**config.mk**
```make
export PLATFORM = sky130hd
export DESIGN_NAME = integer_to_roman_numeral_core
export DESIGN_NICKNAME = d
export VERILOG_FILES = /design/src/itr_pkg.sv /design/src/integer_to_roman_numeral_core.sv /design/src/itr_ucode_rom.sv /design/src/itr_datapath.sv
export SDC_FILE = /design/constraint.sdc
export NUM_CORES = 1
export LEC_CHECK = 0
export BUFFER_PORTS_ARGS = -buffer_cell sky130_fd_sc_hd__buf_4
export CAP_MARGIN = 20
export CORE_AREA = 2 2 75 77
export DETAILED_ROUTE_END_ITERATION = 10
export DIE_AREA = 0 0 77 79
export GPL_ROUTABILITY_DRIVEN = 0
export GPL_TIMING_DRIVEN = 0
export PLACE_DENSITY = 0.68
export REMOVE_ABC_BUFFERS = 1
export SYNTH_ARGS = -nofsm -noshare
export SYNTH_HDL_FRONTEND = slang
export SYNTH_HIERARCHICAL = 1
export SYNTH_SLANG_ARGS = --single-unit
```
**constraint.sdc**
```tcl
create_clock -name i_clk -period 6.55 [get_ports i_clk]
set_input_delay 1.31 -clock i_clk [delete_from_list [all_inputs] [get_ports i_clk]]
set_output_delay 1.31 -clock i_clk [all_outputs]
set_load 0.005 [all_outputs]
```
**src/itr_pkg.sv**
```systemverilog
`timescale 1ns / 1ps

package itr_pkg;

    localparam int VALUE_W  = 12;
    localparam int CHAR_W   = 8;
    localparam int KVAL_W   = 10;
    localparam int STEP_W   = 5;
    localparam int PROG_LEN = 19;

    localparam logic [CHAR_W-1:0] LETTER_M = 8'h4D;
    localparam logic [CHAR_W-1:0] LETTER_D = 8'h44;
    localparam logic [CHAR_W-1:0] LETTER_C = 8'h43;
    localparam logic [CHAR_W-1:0] LETTER_L = 8'h4C;
    localparam logic [CHAR_W-1:0] LETTER_X = 8'h58;
    localparam logic [CHAR_W-1:0] LETTER_V = 8'h56;
    localparam logic [CHAR_W-1:0] LETTER_I = 8'h49;

    // One microcode word. A plain step tests rem >= kval, emits and subtracts.
    // A pair_first step tests and emits without subtracting; the following
    // pair_second step emits unconditionally and subtracts.
    typedef struct packed {
        logic [KVAL_W-1:0] kval;
        logic [CHAR_W-1:0] letter;
        logic              pair_first;
        logic              pair_second;
        logic [STEP_W-1:0] jmp_pass;
        logic [STEP_W-1:0] jmp_fail;
    } t_uword;

    typedef struct packed {
        logic ge;
        logic eq;
    } t_dp_status;

endpackage

```
**src/integer_to_roman_numeral_core.sv**
```systemverilog
`timescale 1ns / 1ps
// After start is taken, the core runs one microcode step per cycle while
// busy, and a step emits one letter or fails one test; letters are strobed
// from registers. Start is taken only while busy is low, so a new value
// waits for the last letter of the run; zero emits no letters, busy stays low.
// Reset (synchronous, active low) clears busy, the step counter and the strobe.
// Results are strobed for one cycle each; the receiver cannot stall.
module integer_to_roman_numeral_core (
    input  logic                        i_clk,
    input  logic                        i_rst_n,
    input  logic                        start,
    output logic                        busy,
    input  logic [itr_pkg::VALUE_W-1:0] i_value,
    output logic                        o_strobe,
    output logic [itr_pkg::CHAR_W-1:0]  o_numeral_char,
    output logic                        o_last_char
);
    import itr_pkg::*;

    logic               r_busy, n_busy;
    logic [STEP_W-1:0]  r_step, n_step;
    logic               r_strobe, n_strobe;
    logic [CHAR_W-1:0]  r_char, n_char;
    logic               r_last, n_last;
    logic               load;
    logic               sub;
    t_uword             uword;
    t_dp_status         dp_status;

    assign load = start && !r_busy;

    itr_ucode_rom u_rom (
        .i_step  (r_step),
        .o_uword (uword)
    );

    itr_datapath u_dp (
        .i_clk    (i_clk),
        .i_load   (load),
        .i_value  (i_value),
        .i_sub    (sub),
        .i_kval   (uword.kval),
        .o_status (dp_status)
    );

    always_comb begin
        n_busy   = r_busy;
        n_step   = r_step;
        n_strobe = 1'b0;
        n_char   = uword.letter;
        n_last   = 1'b0;
        sub      = 1'b0;
        if (load) begin
            n_busy = (i_value != '0);
            n_step = '0;
        end else if (r_busy) begin
            if (uword.pair_second || dp_status.ge) begin
                n_strobe = 1'b1;
                n_step   = uword.jmp_pass;
                if (!uword.pair_first) begin
                    // finish the token: subtract and flag the end of the run
                    sub    = 1'b1;
                    n_last = dp_status.eq;
                    if (dp_status.eq) begin
                        n_busy = 1'b0;
                    end
                end
            end else begin
                n_step = uword.jmp_fail;
            end
        end
    end

    always_ff @(posedge i_clk) begin
        if (!i_rst_n) begin
            r_busy   <= 1'b0;
            r_step   <= '0;
            r_strobe <= 1'b0;
        end else begin
            r_busy   <= n_busy;
            r_step   <= n_step;
            r_strobe <= n_strobe;
        end
        r_char <= n_char;
        r_last <= n_last;
    end

    assign busy           = r_busy;
    assign o_strobe       = r_strobe;
    assign o_numeral_char = r_char;
    assign o_last_char    = r_last;

endmodule

```
**src/itr_ucode_rom.sv**
```systemverilog
`timescale 1ns / 1ps

module itr_ucode_rom (
    input  logic [itr_pkg::STEP_W-1:0] i_step,
    output itr_pkg::t_uword            o_uword
);
    import itr_pkg::*;

    function automatic t_uword mk(input int unsigned k, input logic [CHAR_W-1:0] ch,
                                  input logic pf, input logic ps,
                                  input int unsigned pass, input int unsigned fail);
        t_uword w;
        w.kval        = KVAL_W'(k);
        w.letter      = ch;
        w.pair_first  = pf;
        w.pair_second = ps;
        w.jmp_pass    = STEP_W'(pass);
        w.jmp_fail    = STEP_W'(fail);
        return w;
    endfunction

    always_comb begin
        case (i_step)
            5'd0:    o_uword = mk(1000, LETTER_M, 1'b0, 1'b0,  0,  1);
            5'd1:    o_uword = mk( 900, LETTER_C, 1'b1, 1'b0,  2,  3);
            5'd2:    o_uword = mk( 900, LETTER_M, 1'b0, 1'b1,  3,  3);
            5'd3:    o_uword = mk( 500, LETTER_D, 1'b0, 1'b0,  4,  4);
            5'd4:    o_uword = mk( 400, LETTER_C, 1'b1, 1'b0,  5,  6);
            5'd5:    o_uword = mk( 400, LETTER_D, 1'b0, 1'b1,  6,  6);
            5'd6:    o_uword = mk( 100, LETTER_C, 1'b0, 1'b0,  6,  7);
            5'd7:    o_uword = mk(  90, LETTER_X, 1'b1, 1'b0,  8,  9);
            5'd8:    o_uword = mk(  90, LETTER_C, 1'b0, 1'b1,  9,  9);
            5'd9:    o_uword = mk(  50, LETTER_L, 1'b0, 1'b0, 10, 10);
            5'd10:   o_uword = mk(  40, LETTER_X, 1'b1, 1'b0, 11, 12);
            5'd11:   o_uword = mk(  40, LETTER_L, 1'b0, 1'b1, 12, 12);
            5'd12:   o_uword = mk(  10, LETTER_X, 1'b0, 1'b0, 12, 13);
            5'd13:   o_uword = mk(   9, LETTER_I, 1'b1, 1'b0, 14, 15);
            5'd14:   o_uword = mk(   9, LETTER_X, 1'b0, 1'b1, 15, 15);
            5'd15:   o_uword = mk(   5, LETTER_V, 1'b0, 1'b0, 16, 16);
            5'd16:   o_uword = mk(   4, LETTER_I, 1'b1, 1'b0, 17, 18);
            5'd17:   o_uword = mk(   4, LETTER_V, 1'b0, 1'b1, 18, 18);
            5'd18:   o_uword = mk(   1, LETTER_I, 1'b0, 1'b0, 18, 18);
            default: o_uword = mk(   1, LETTER_I, 1'b0, 1'b0, 18, 18);
        endcase
    end

endmodule

```
**src/itr_datapath.sv**
```systemverilog
`timescale 1ns / 1ps

module itr_datapath (
    input  logic                        i_clk,
    input  logic                        i_load,
    input  logic [itr_pkg::VALUE_W-1:0] i_value,
    input  logic                        i_sub,
    input  logic [itr_pkg::KVAL_W-1:0]  i_kval,
    output itr_pkg::t_dp_status         o_status
);
    import itr_pkg::*;

    logic [VALUE_W-1:0] r_rem;
    logic [VALUE_W-1:0] n_rem;
    logic [VALUE_W-1:0] kext;

    assign kext        = VALUE_W'(i_kval);
    assign o_status.ge = (r_rem >= kext);
    assign o_status.eq = (r_rem == kext);

    always_comb begin
        n_rem = r_rem;
        if (i_load) begin
            n_rem = i_value;
        end else if (i_sub) begin
            n_rem = r_rem - kext;
        end
    end

    always_ff @(posedge i_clk) begin
        r_rem <= n_rem;
    end

endmodule

```
# ---- Word level (Yosys, flattened, before mapping)
# Memories as Yosys holds them, arrays and structs flattened. A register that Yosys moved wholly into a read port is not among the register bits.
# Index checks and enable logic that the tools add are counted.
dict set report word_totals {
  output_inout_bits 11
  rom_bits 864
  register_bits 28
  memories 1
}
# name depth width rd rd_ports_with_merged_regs wr line_no
set mem_list {}
lappend mem_list {{(name not given)} 32 27 1 1 0 itr_ucode_rom.sv:23} ;# case (i_step)
dict set report op_classes {
  muxes 15
  reduce_logical 8
  bitwise 3
  n_lt_le_gt_ge 1
  add_sub_neg 1
  eq_ne 1
}
# operator count
set op_table {}
lappend op_table {{two-way mux 12 bit} 2}
lappend op_table {{two-way mux 5 bit} 3}
lappend op_table {{equality test 12 x 10 -> 1 bit} 1}
lappend op_table {{>= comparator 12 x 10 -> 1 bit} 1}
lappend op_table {{nonzero test 12 bit} 1}
lappend op_table {{subtractor 12 x 10 -> 12 bit} 1}
lappend op_table {{two-way mux 1 bit} 10}
lappend op_table {{OR reduction 4 bit} 1}
lappend op_table {{inverter 1 bit} 3}
lappend op_table {{OR reduction 3 bit} 1}
lappend op_table {{nonzero test 2 bit} 1}
lappend op_table {{OR reduction 2 bit} 1}
lappend op_table {{logical AND 1 bit} 1}
lappend op_table {{logical NOT 1 bit} 1}
lappend op_table {{logical OR 1 bit} 1}

# ---- Depth between registers and ports, before layout
# Gate-level depths: netlist of run 1.
dict set report depth {
  ltp_word 7
  depth_mapped 17
  depth_no_buf 15
}

# ---- Modules after synthesis
# The synthesis of run 1 kept the hierarchy.
# mod instances area_each_um2 cells_per_inst seq_area_each_um2
set by_module_without_submodules {}
lappend by_module_without_submodules {itr_datapath 1 1097.3 126 360.3}
lappend by_module_without_submodules {itr_ucode_rom 1 933.4 128 0.0}
lappend by_module_without_submodules {integer_to_roman_numeral_core 1 523.0 48 320.3}

# ---- Worst setup path before layout of run 1
# OpenSTA, ideal clock, no wires.
dict set report synth_path {
  kind {register to register}
  from {register, netlist name r_step[0]}
  to {register u_dp.r_rem[0] (enable)}
  synth_period_minus_slack_ns 3.455
  t_arrival_ns 3.174
  required_time_ns 6.269
  setup_ns 0.281
  slack_ns 3.095
  n_path_buf 0
  stages_incl_launch_ff 16
  cell_sequence {dfxtp_1 inv_1 ha_1 nor2b_1 o21ai_1 nand2_1 ha_1 inv_1 fa_1 a21o_1 and4_1 o21ai_1 nand3_2 o21ai_0 nor2_1 or2_2}
}
# item line_no
set synth_lines {}
lappend synth_lines {{end signal, assigned} itr_datapath.sv:31} ;# r_rem <= n_rem;
lappend synth_lines {{end, declared} itr_datapath.sv:13} ;# logic [VALUE_W-1:0] r_rem;

==> flow_summary_export.csv, run 1 <==
group,metric,value,unit
clocking,clock_sinks,28,
sta,max_slew_margin,35.43,%
floorplanning,start_util,47.84,%
worst_setup_path,reg2reg_depth,15,
placed_design,hpwl,4043,um
synthesis,synth_flop_cell,"dfxtp_1",
worst_setup_path,cp_slowest_cell,"dfxtp_1",
floorplanning,die_y,79,um
drt,drt-vias-per-instance,5.580,
clocking,hold_buffers,0,
clocking,clock_latency,0.28,ns
cells_and_area,final_common_cell,"nor2_1",
drt,wirelength,5482,um
worst_setup_path,path_cells,"inv_1, ha_1, nand2b_1, nor3b_1, a311oi_1, inv_1, ha_1, nand4_1, or4_1, nor3_2, nor2_1, nand3_2, o21ai_0, nor2_1, or2_2",
floorplanning,die_x,77,um
worst_setup_path,cp_num_buf_inv,2,
cells_and_area,nets,343,
synthesis,ys_types,67,
synthesis,async_flop_share,0,%
power,power,888.9,uW
sta,post-route-period-util,62.05,%
sta,final_hold_viol_count,0,
global_routing,grtUsageTotal,18.69,%
status,status,"finished, final reports clean",
global_routing,overflow,0,
floorplanning,core-area,0.005338,sq mm
clocking,cts_tree,"built",
sta,worst_pin_slew,0.9642,ns
worst_setup_path,cp_top_family,"simple AND/OR/NAND/NOR gates",
cells_and_area,finalInstanceArea,0.002764,sq mm
drt,ant_nets,0,
worst_setup_path,arrival,4.03,ns
sta,rsz0062_at_grt,"no",
synthesis,netlist_area,0.002554,sq mm
power,ir_drop,0.2142,mV
placed_design,port-buffer-count,25,
sta,period_minus_slack,4.064,ns
global_routing,grt_pass1_wl,9232,um
drt,wire_per_inst,14.39,um
worst_setup_path,rr_startpoint,"r_step[1]",
floorplanning,io_pins,26,
worst_setup_path,crit_cells,15,
synthesis,ys_seq_area_share,26.65,%
placed_design,placed_cells,377,
sta,finalMaxSlewViolations,0,
drt,drc,0,
job,drv_cap,0,
cells_and_area,final_core_util,51.78,%
synthesis,ys_ff_latch,28,
cells_and_area,mostFrequentLayoutCells,"26 x nor2_1, 25 x buf_4, 24 x nand2_1",
power,cellPowerDensity,321.6,mW/mm^2
synthesis,yosysWarningCount,6,
worst_setup_path,start_kind,"flop",
synthesis,syn_area_per_cell,8.456,sq um
worst_setup_path,r2r_end,"u_dp/r_rem[6]",
worst_setup_path,cp-end-kind,"flop",
drt,dr.pass1.iters,6,
clocking,cts_setup_buffers,0,
worst_setup_path,r2r_slack,2.49,ns
global_routing,grt_pass1_vias,1990,
worst_setup_path,required,6.52,ns
sta,setup-tns-final,0,ns
power,leakage,1.082,nW
global_routing,grt_max_degree,30,
drt,drt_iter0_drc,135,
hold_path,hold_path_class,"flop to flop",
placed_design,dp_slack,2.481,ns
worst_setup_path,path_class,"flop to flop",
synthesis,synth_edf_count,12,
floorplanning,dieArea,0.006083,sq mm
placed_design,place_area,0.002719,sq mm
clocking,clock-root-buffer,"clkbuf_8",
clocking,numCtsBuffers,3,
cells_and_area,stdcell_count,381,
global_routing,antenna_found_initial,0,
worst_setup_path,worstSetupEndpoint,"u_dp/r_rem[6]",
sta,finalClockSkew,0.005854,ns
drt,vias,2126,
sta,setup_violations,0,
clocking,clk_pin_slew_worst_paths,0.10,ns
sta,whs,0.6869,ns
worst_setup_path,max_stage_delay,0.64,ns
clocking,clock_path_buffers,2,
sta,timing.fmax,246.1,MHz
worst_setup_path,crit_start,"r_step[1]",
synthesis,synth_cells,302,
clocking,cts_resized,0,
clocking,cts.htree.levels,1,
sta,worst_slack,2.486,ns
cells_and_area,antenna_cells,0,
cells_and_area,area_growth,8.231,%
cells_and_area,drive_gt1_share,16.18,%
worst_setup_path,path_max_fanout,13,
floorplanning,num_rows,27,
[kinds of logic after synthesis]
family	after synthesis	synth area share, %
other	2	0.2941
DFF	28	26.65
muxes	14	5.586
adders and majority gates	18	9.113
and+or+nand+nor	108	23.22
xor gates and xnor gates	7	2.401
buffers and inverters	44	10.53
AOI/OAI and AO/OA	81	22.20
[power by group]
| group | total [mW] | switching (mW) | internal, mW |
|---|---|---|---|
| Clock | 0.102 | 0.0581 | 0.0438 |
| Sequential | 0.280 | 0.0332 | 0.247 |
| Combinational | 0.507 | 0.282 | 0.225 |
| Total | 0.889 | 0.373 | 0.516 |
[per-layer routing]
| layer | vias up | GRT usage [%] | routed length [um] |
|---|---|---|---|
| met5 | - | 0 | 0 |
| met4 | 0 | 3.750 | 42 |
| met3 | 6 | 3.068 | 235 |
| met2 | 54 | 33.33 | 2682 |
| met1 | 974 | 23.99 | 2521 |
| li1 | 1092 | - | - |
[area by class of cell]
| type | instances | area [sq um] |
|---|---|---|
| Inverter | 18 | 67.56 |
| Tap cell | 72 | 90.09 |
| Multi-Input combinational cell | 231 | 1610 |
| Sequential cell | 28 | 680.7 |
| Clock buffer | 4 | 45.04 |
| Fill cell | 545 | 2574 |
| Timing Repair Buffer | 28 | 270.3 |
[worst min-delay path, delay by kind of cell, from the launching register on]
| family | cells | cell delay (ns) |
|---|---|---|
| compound gates | 1 | 0.05 |
| flops | 1 | 0.45 |
| simple gates | 1 | 0.14 |
[state kept, by name, indices dropped and copies added (netlist names)]
register        flops
o_last_char         1
r_step              5
o_strobe            1
busy                1
u_dp/r_rem         12
o_numeral_char      8
[cell usage after synthesis, types with 5 or more instances]
cell type,n,share of area (%)
nor3_1,6,1.2
nand2_1,24,3.5
o211ai_1,5,1.5
ha_1,17,8.3
nor3b_1,5,1.5
nand2b_1,10,2.4
inv_1,16,2.4
a211oi_1,9,2.6
buf_2,5,0.98
buf_6,9,4.0
nand3_1,7,1.4
dfxtp_1,16,13
edfxtp_1,12,14
mux2i_1,12,4.7
nor2b_1,10,2.4
nor2_1,26,3.8
o21ai_1,8,1.6
a21oi_1,15,2.9
o21ai_0,10,2.0
a21o_1,5,1.5
buf_4,8,2.4
[how the worst min path moves through the flow]
stage / depth (start not counted) / start / end
6_report: 2 / r_step[0] / r_step[0]
5_1_grt: 2 / busy / r_step[3]
4_1_cts: 2 / r_step[0] / r_step[0]
3_5_place_dp: 2 / r_step[0] / r_step[0]
3_3_place_gp: 2 / busy / r_step[3]
2_1_floorplan: 2 / r_step[0] / r_step[0]
(Power assumes the default switching activity.)
==> inputs of run 2 (changes only) <==
--- a/config.mk
+++ b/config.mk
@@ -12,7 +12,7 @@
 export DIE_AREA = 0 0 77 79
 export GPL_ROUTABILITY_DRIVEN = 0
 export GPL_TIMING_DRIVEN = 0
-export PLACE_DENSITY = 0.68
+export PLACE_DENSITY = 0.7
 export REMOVE_ABC_BUFFERS = 1
 export SYNTH_ARGS = -nofsm -noshare
 export SYNTH_HDL_FRONTEND = slang
==> constraint.sdc (replaced) <==
create_clock -name i_clk -period 3.4 [get_ports i_clk]
set_input_delay 0.68 -clock i_clk [delete_from_list [all_inputs] [get_ports i_clk]]
set_output_delay 0.68 -clock i_clk [all_outputs]
set_load 0.005 [all_outputs]
==> run 2 against run 1 <==
  * Global-route usage is 1.7 points higher
  * Setup slack worse by 2.4 ns
  * Clock power is 120% higher
  * Sequential share of layout area is 2.7 points lower
  * Cell area is 15% higher
  * Critical path type unchanged
  * Register-to-register slack worse by 2.4 ns
  * Total power is 120% higher
  * Combinational power is 140% higher
  * Utilization is 7.9 points higher
  * First-iteration DRC count is 35% higher
  * Flip-flop and latch count stayed put
  * Critical endpoint is now busy
==> flow_summary_export.csv, run 2 (synthesized netlist as in run 1, its figures left out) <==
group,metric,value,unit
cells_and_area,stdcell_count,406,
power,comb_power_share,61.0,%
worst_setup_path,required,3.57,ns
sta,final_hold_viol_count,0,
worst_setup_path,path_common_cell,"buf_4",
cells_and_area,final_common_cell,"buf_4",
global_routing,overflow,0,
sta,period_minus_slack,3.321,ns
floorplanning,core-area,0.005338,sq mm
sta,whs,0.6207,ns
hold_path,hold_path_class,"flop to flop",
worst_setup_path,arrival,3.49,ns
worst_setup_path,cp_num_buf_inv,7,
clocking,clock-root-buffer,"clkbuf_8",
floorplanning,num_rows,27,
drt,drt_iter0_drc,182,
drt,drt-vias-per-instance,5.638,
floorplanning,die_y,79,um
clocking,numCtsBuffers,3,
power,ir_drop,0.4628,mV
worst_setup_path,cp_slowest_cell,"or4_4",
power,clkPwrFrac,11.2,%
worst_setup_path,max_stage_delay,0.51,ns
global_routing,grtUsageTotal,20.37,%
global_routing,grt_pass1_vias,2164,
floorplanning,dieArea,0.006083,sq mm
clocking,hold_buffers,0,
power,power_switching_share,42.34,%
drt,drc,0,
sta,max_slew_margin,31.94,%
floorplanning,die_x,77,um
clocking,cts.htree.levels,1,
cells_and_area,final_core_util,59.68,%
placed_design,placed_cells,377,
drt,vias,2289,
drt,wire_per_inst,15.51,um
sta,finalClockSkew,0.006670,ns
clocking,cts_tree,"built",
floorplanning,io_pins,26,
sta,timing.fmax,301.2,MHz
global_routing,grt_max_degree,31,
sta,setup-tns-final,0,ns
worst_setup_path,path_max_fanout,11,
drt,ant_nets,0,
sta,setup_violations,0,
sta,finalMaxSlewViolations,0,
job,drv_cap,0,
cells_and_area,drive_gt1_share,32.63,%
power,p_int,1.137,mW
power,power.switching,835.2,uW
drt,wirelength,6297,um
placed_design,hpwl,4008,um
worst_setup_path,path_cells,"buf_4, ha_4, nand2b_1, a311oi_2, inv_1, ha_4, nand4_1, or4_4, nor3_4, buf_4, buf_4, buf_4, buf_4, inv_1, o311ai_2, o21ai_1",
global_routing,antenna_found_initial,0,
drt,dr.pass1.iters,4,
status,status,"finished, final reports clean",
clocking,clock_sinks,28,
cells_and_area,nets,368,
cells_and_area,area_growth,24.74,%
power,leakage,1.238,nW
worst_setup_path,cp_top_family,"simple AND/OR/NAND/NOR gates",
worst_setup_path,start_kind,"flop",
cells_and_area,largest_register_ffs,12,
placed_design,port-buffer-count,25,
worst_setup_path,path_class,"flop to flop",
cells_and_area,mostFrequentLayoutCells,"49 x buf_4, 24 x nor2_1, 24 x nand2_1",
sta,worst_pin_slew,1.016,ns
global_routing,grt_pass1_wl,10120,um
clocking,clock_path_buffers,2,
cells_and_area,register_area,696.9,sq um
cells_and_area,antenna_cells,0,
floorplanning,start_util,47.84,%
clocking,clock_latency,0.28,ns
power,cellPowerDensity,619.2,mW/mm^2
clocking,clk_pin_slew_worst_paths,0.11,ns
worst_setup_path,cp-end-kind,"flop",
cells_and_area,num-fill-cells,475,
power,seq_power_share,27.8,%
cells_and_area,max_flop_register,"u_dp/r_rem",
sta,post-route-period-util,97.66,%
cells_and_area,multiInputGateArea,0.001831,sq mm
==> run 2: cell count changes in the layout (fill, tap and decap cells not counted), sizes merged <==
cell	previous run	this run
buf	28	52
clkinvlp	0	2
inv	17	15
or2	1	2
==> run 2: path summary, 6_finish.rpt <==
path | startpoint | to | slack (ns) | depth (start not counted)
worst max-delay path | r_step[0] | busy | 0.08 | 16
worst min register to register | r_step[3] | o_numeral_char[1] | 0.62 | 1
worst min-delay path | r_step[3] | o_numeral_char[1] | 0.62 | 1
worst max register to register | r_step[0] | busy | 0.08 | 16
==> run 2: timing repair <==
action | 4_1_cts | 5_1_grt
cloned | 1 | 0
setup endpoints to repair | 20 | 19
setup buffers | 20 | 4
gates resized for setup | 30 | 24
pin swaps | 10 | 10
==> run 2: layout make-up <==
type                            instances  area share [%]
Multi-Input combinational cell        232           57.46
Sequential cell                        28           21.88
Timing Repair Buffer                   52           13.75
Tap cell                               72           2.828
Inverter                               18           2.357
Clock buffer                            4           1.728
==> run 2: per-layer routing <==
metal  part of all wire, %  vias up  GRT usage [%]
met5                     0        -              0
met4                   1.1        0          4.821
met3                   3.7       10          2.273
met2                    52       61          37.63
met1                    44     1079          25.46
li1                      -     1139              -
==> run 2: power groups by stage <==
stage	clock, mW	combinational (mW)	sequential [mW]
2_1_floorplan	0	0.737	0.541
3_3_place_gp	0	0.910	0.560
3_5_place_dp	0	0.957	0.548
4_1_cts	0.225	1.08	0.544
5_1_grt	0.244	1.32	0.556
6_report	0.221	1.20	0.548
==> run 2: stage by stage <==
| step | total power [mW] | setup WS, ns | cell area (sq um) |
|---|---|---|---|
| 2_1_floorplan | 1.278 | -0.2510 | 2356 |
| 3_3_place_gp | 1.470 | -0.8223 | 2634 |
| 3_5_place_dp | 1.504 | -0.7019 | 2706 |
| 4_1_cts | 1.849 | -0.005490 | 3053 |
| 5_1_grt | 2.124 | -0.03063 | 3186 |
| 6_report | 1.973 | 0.07939 | 3186 |
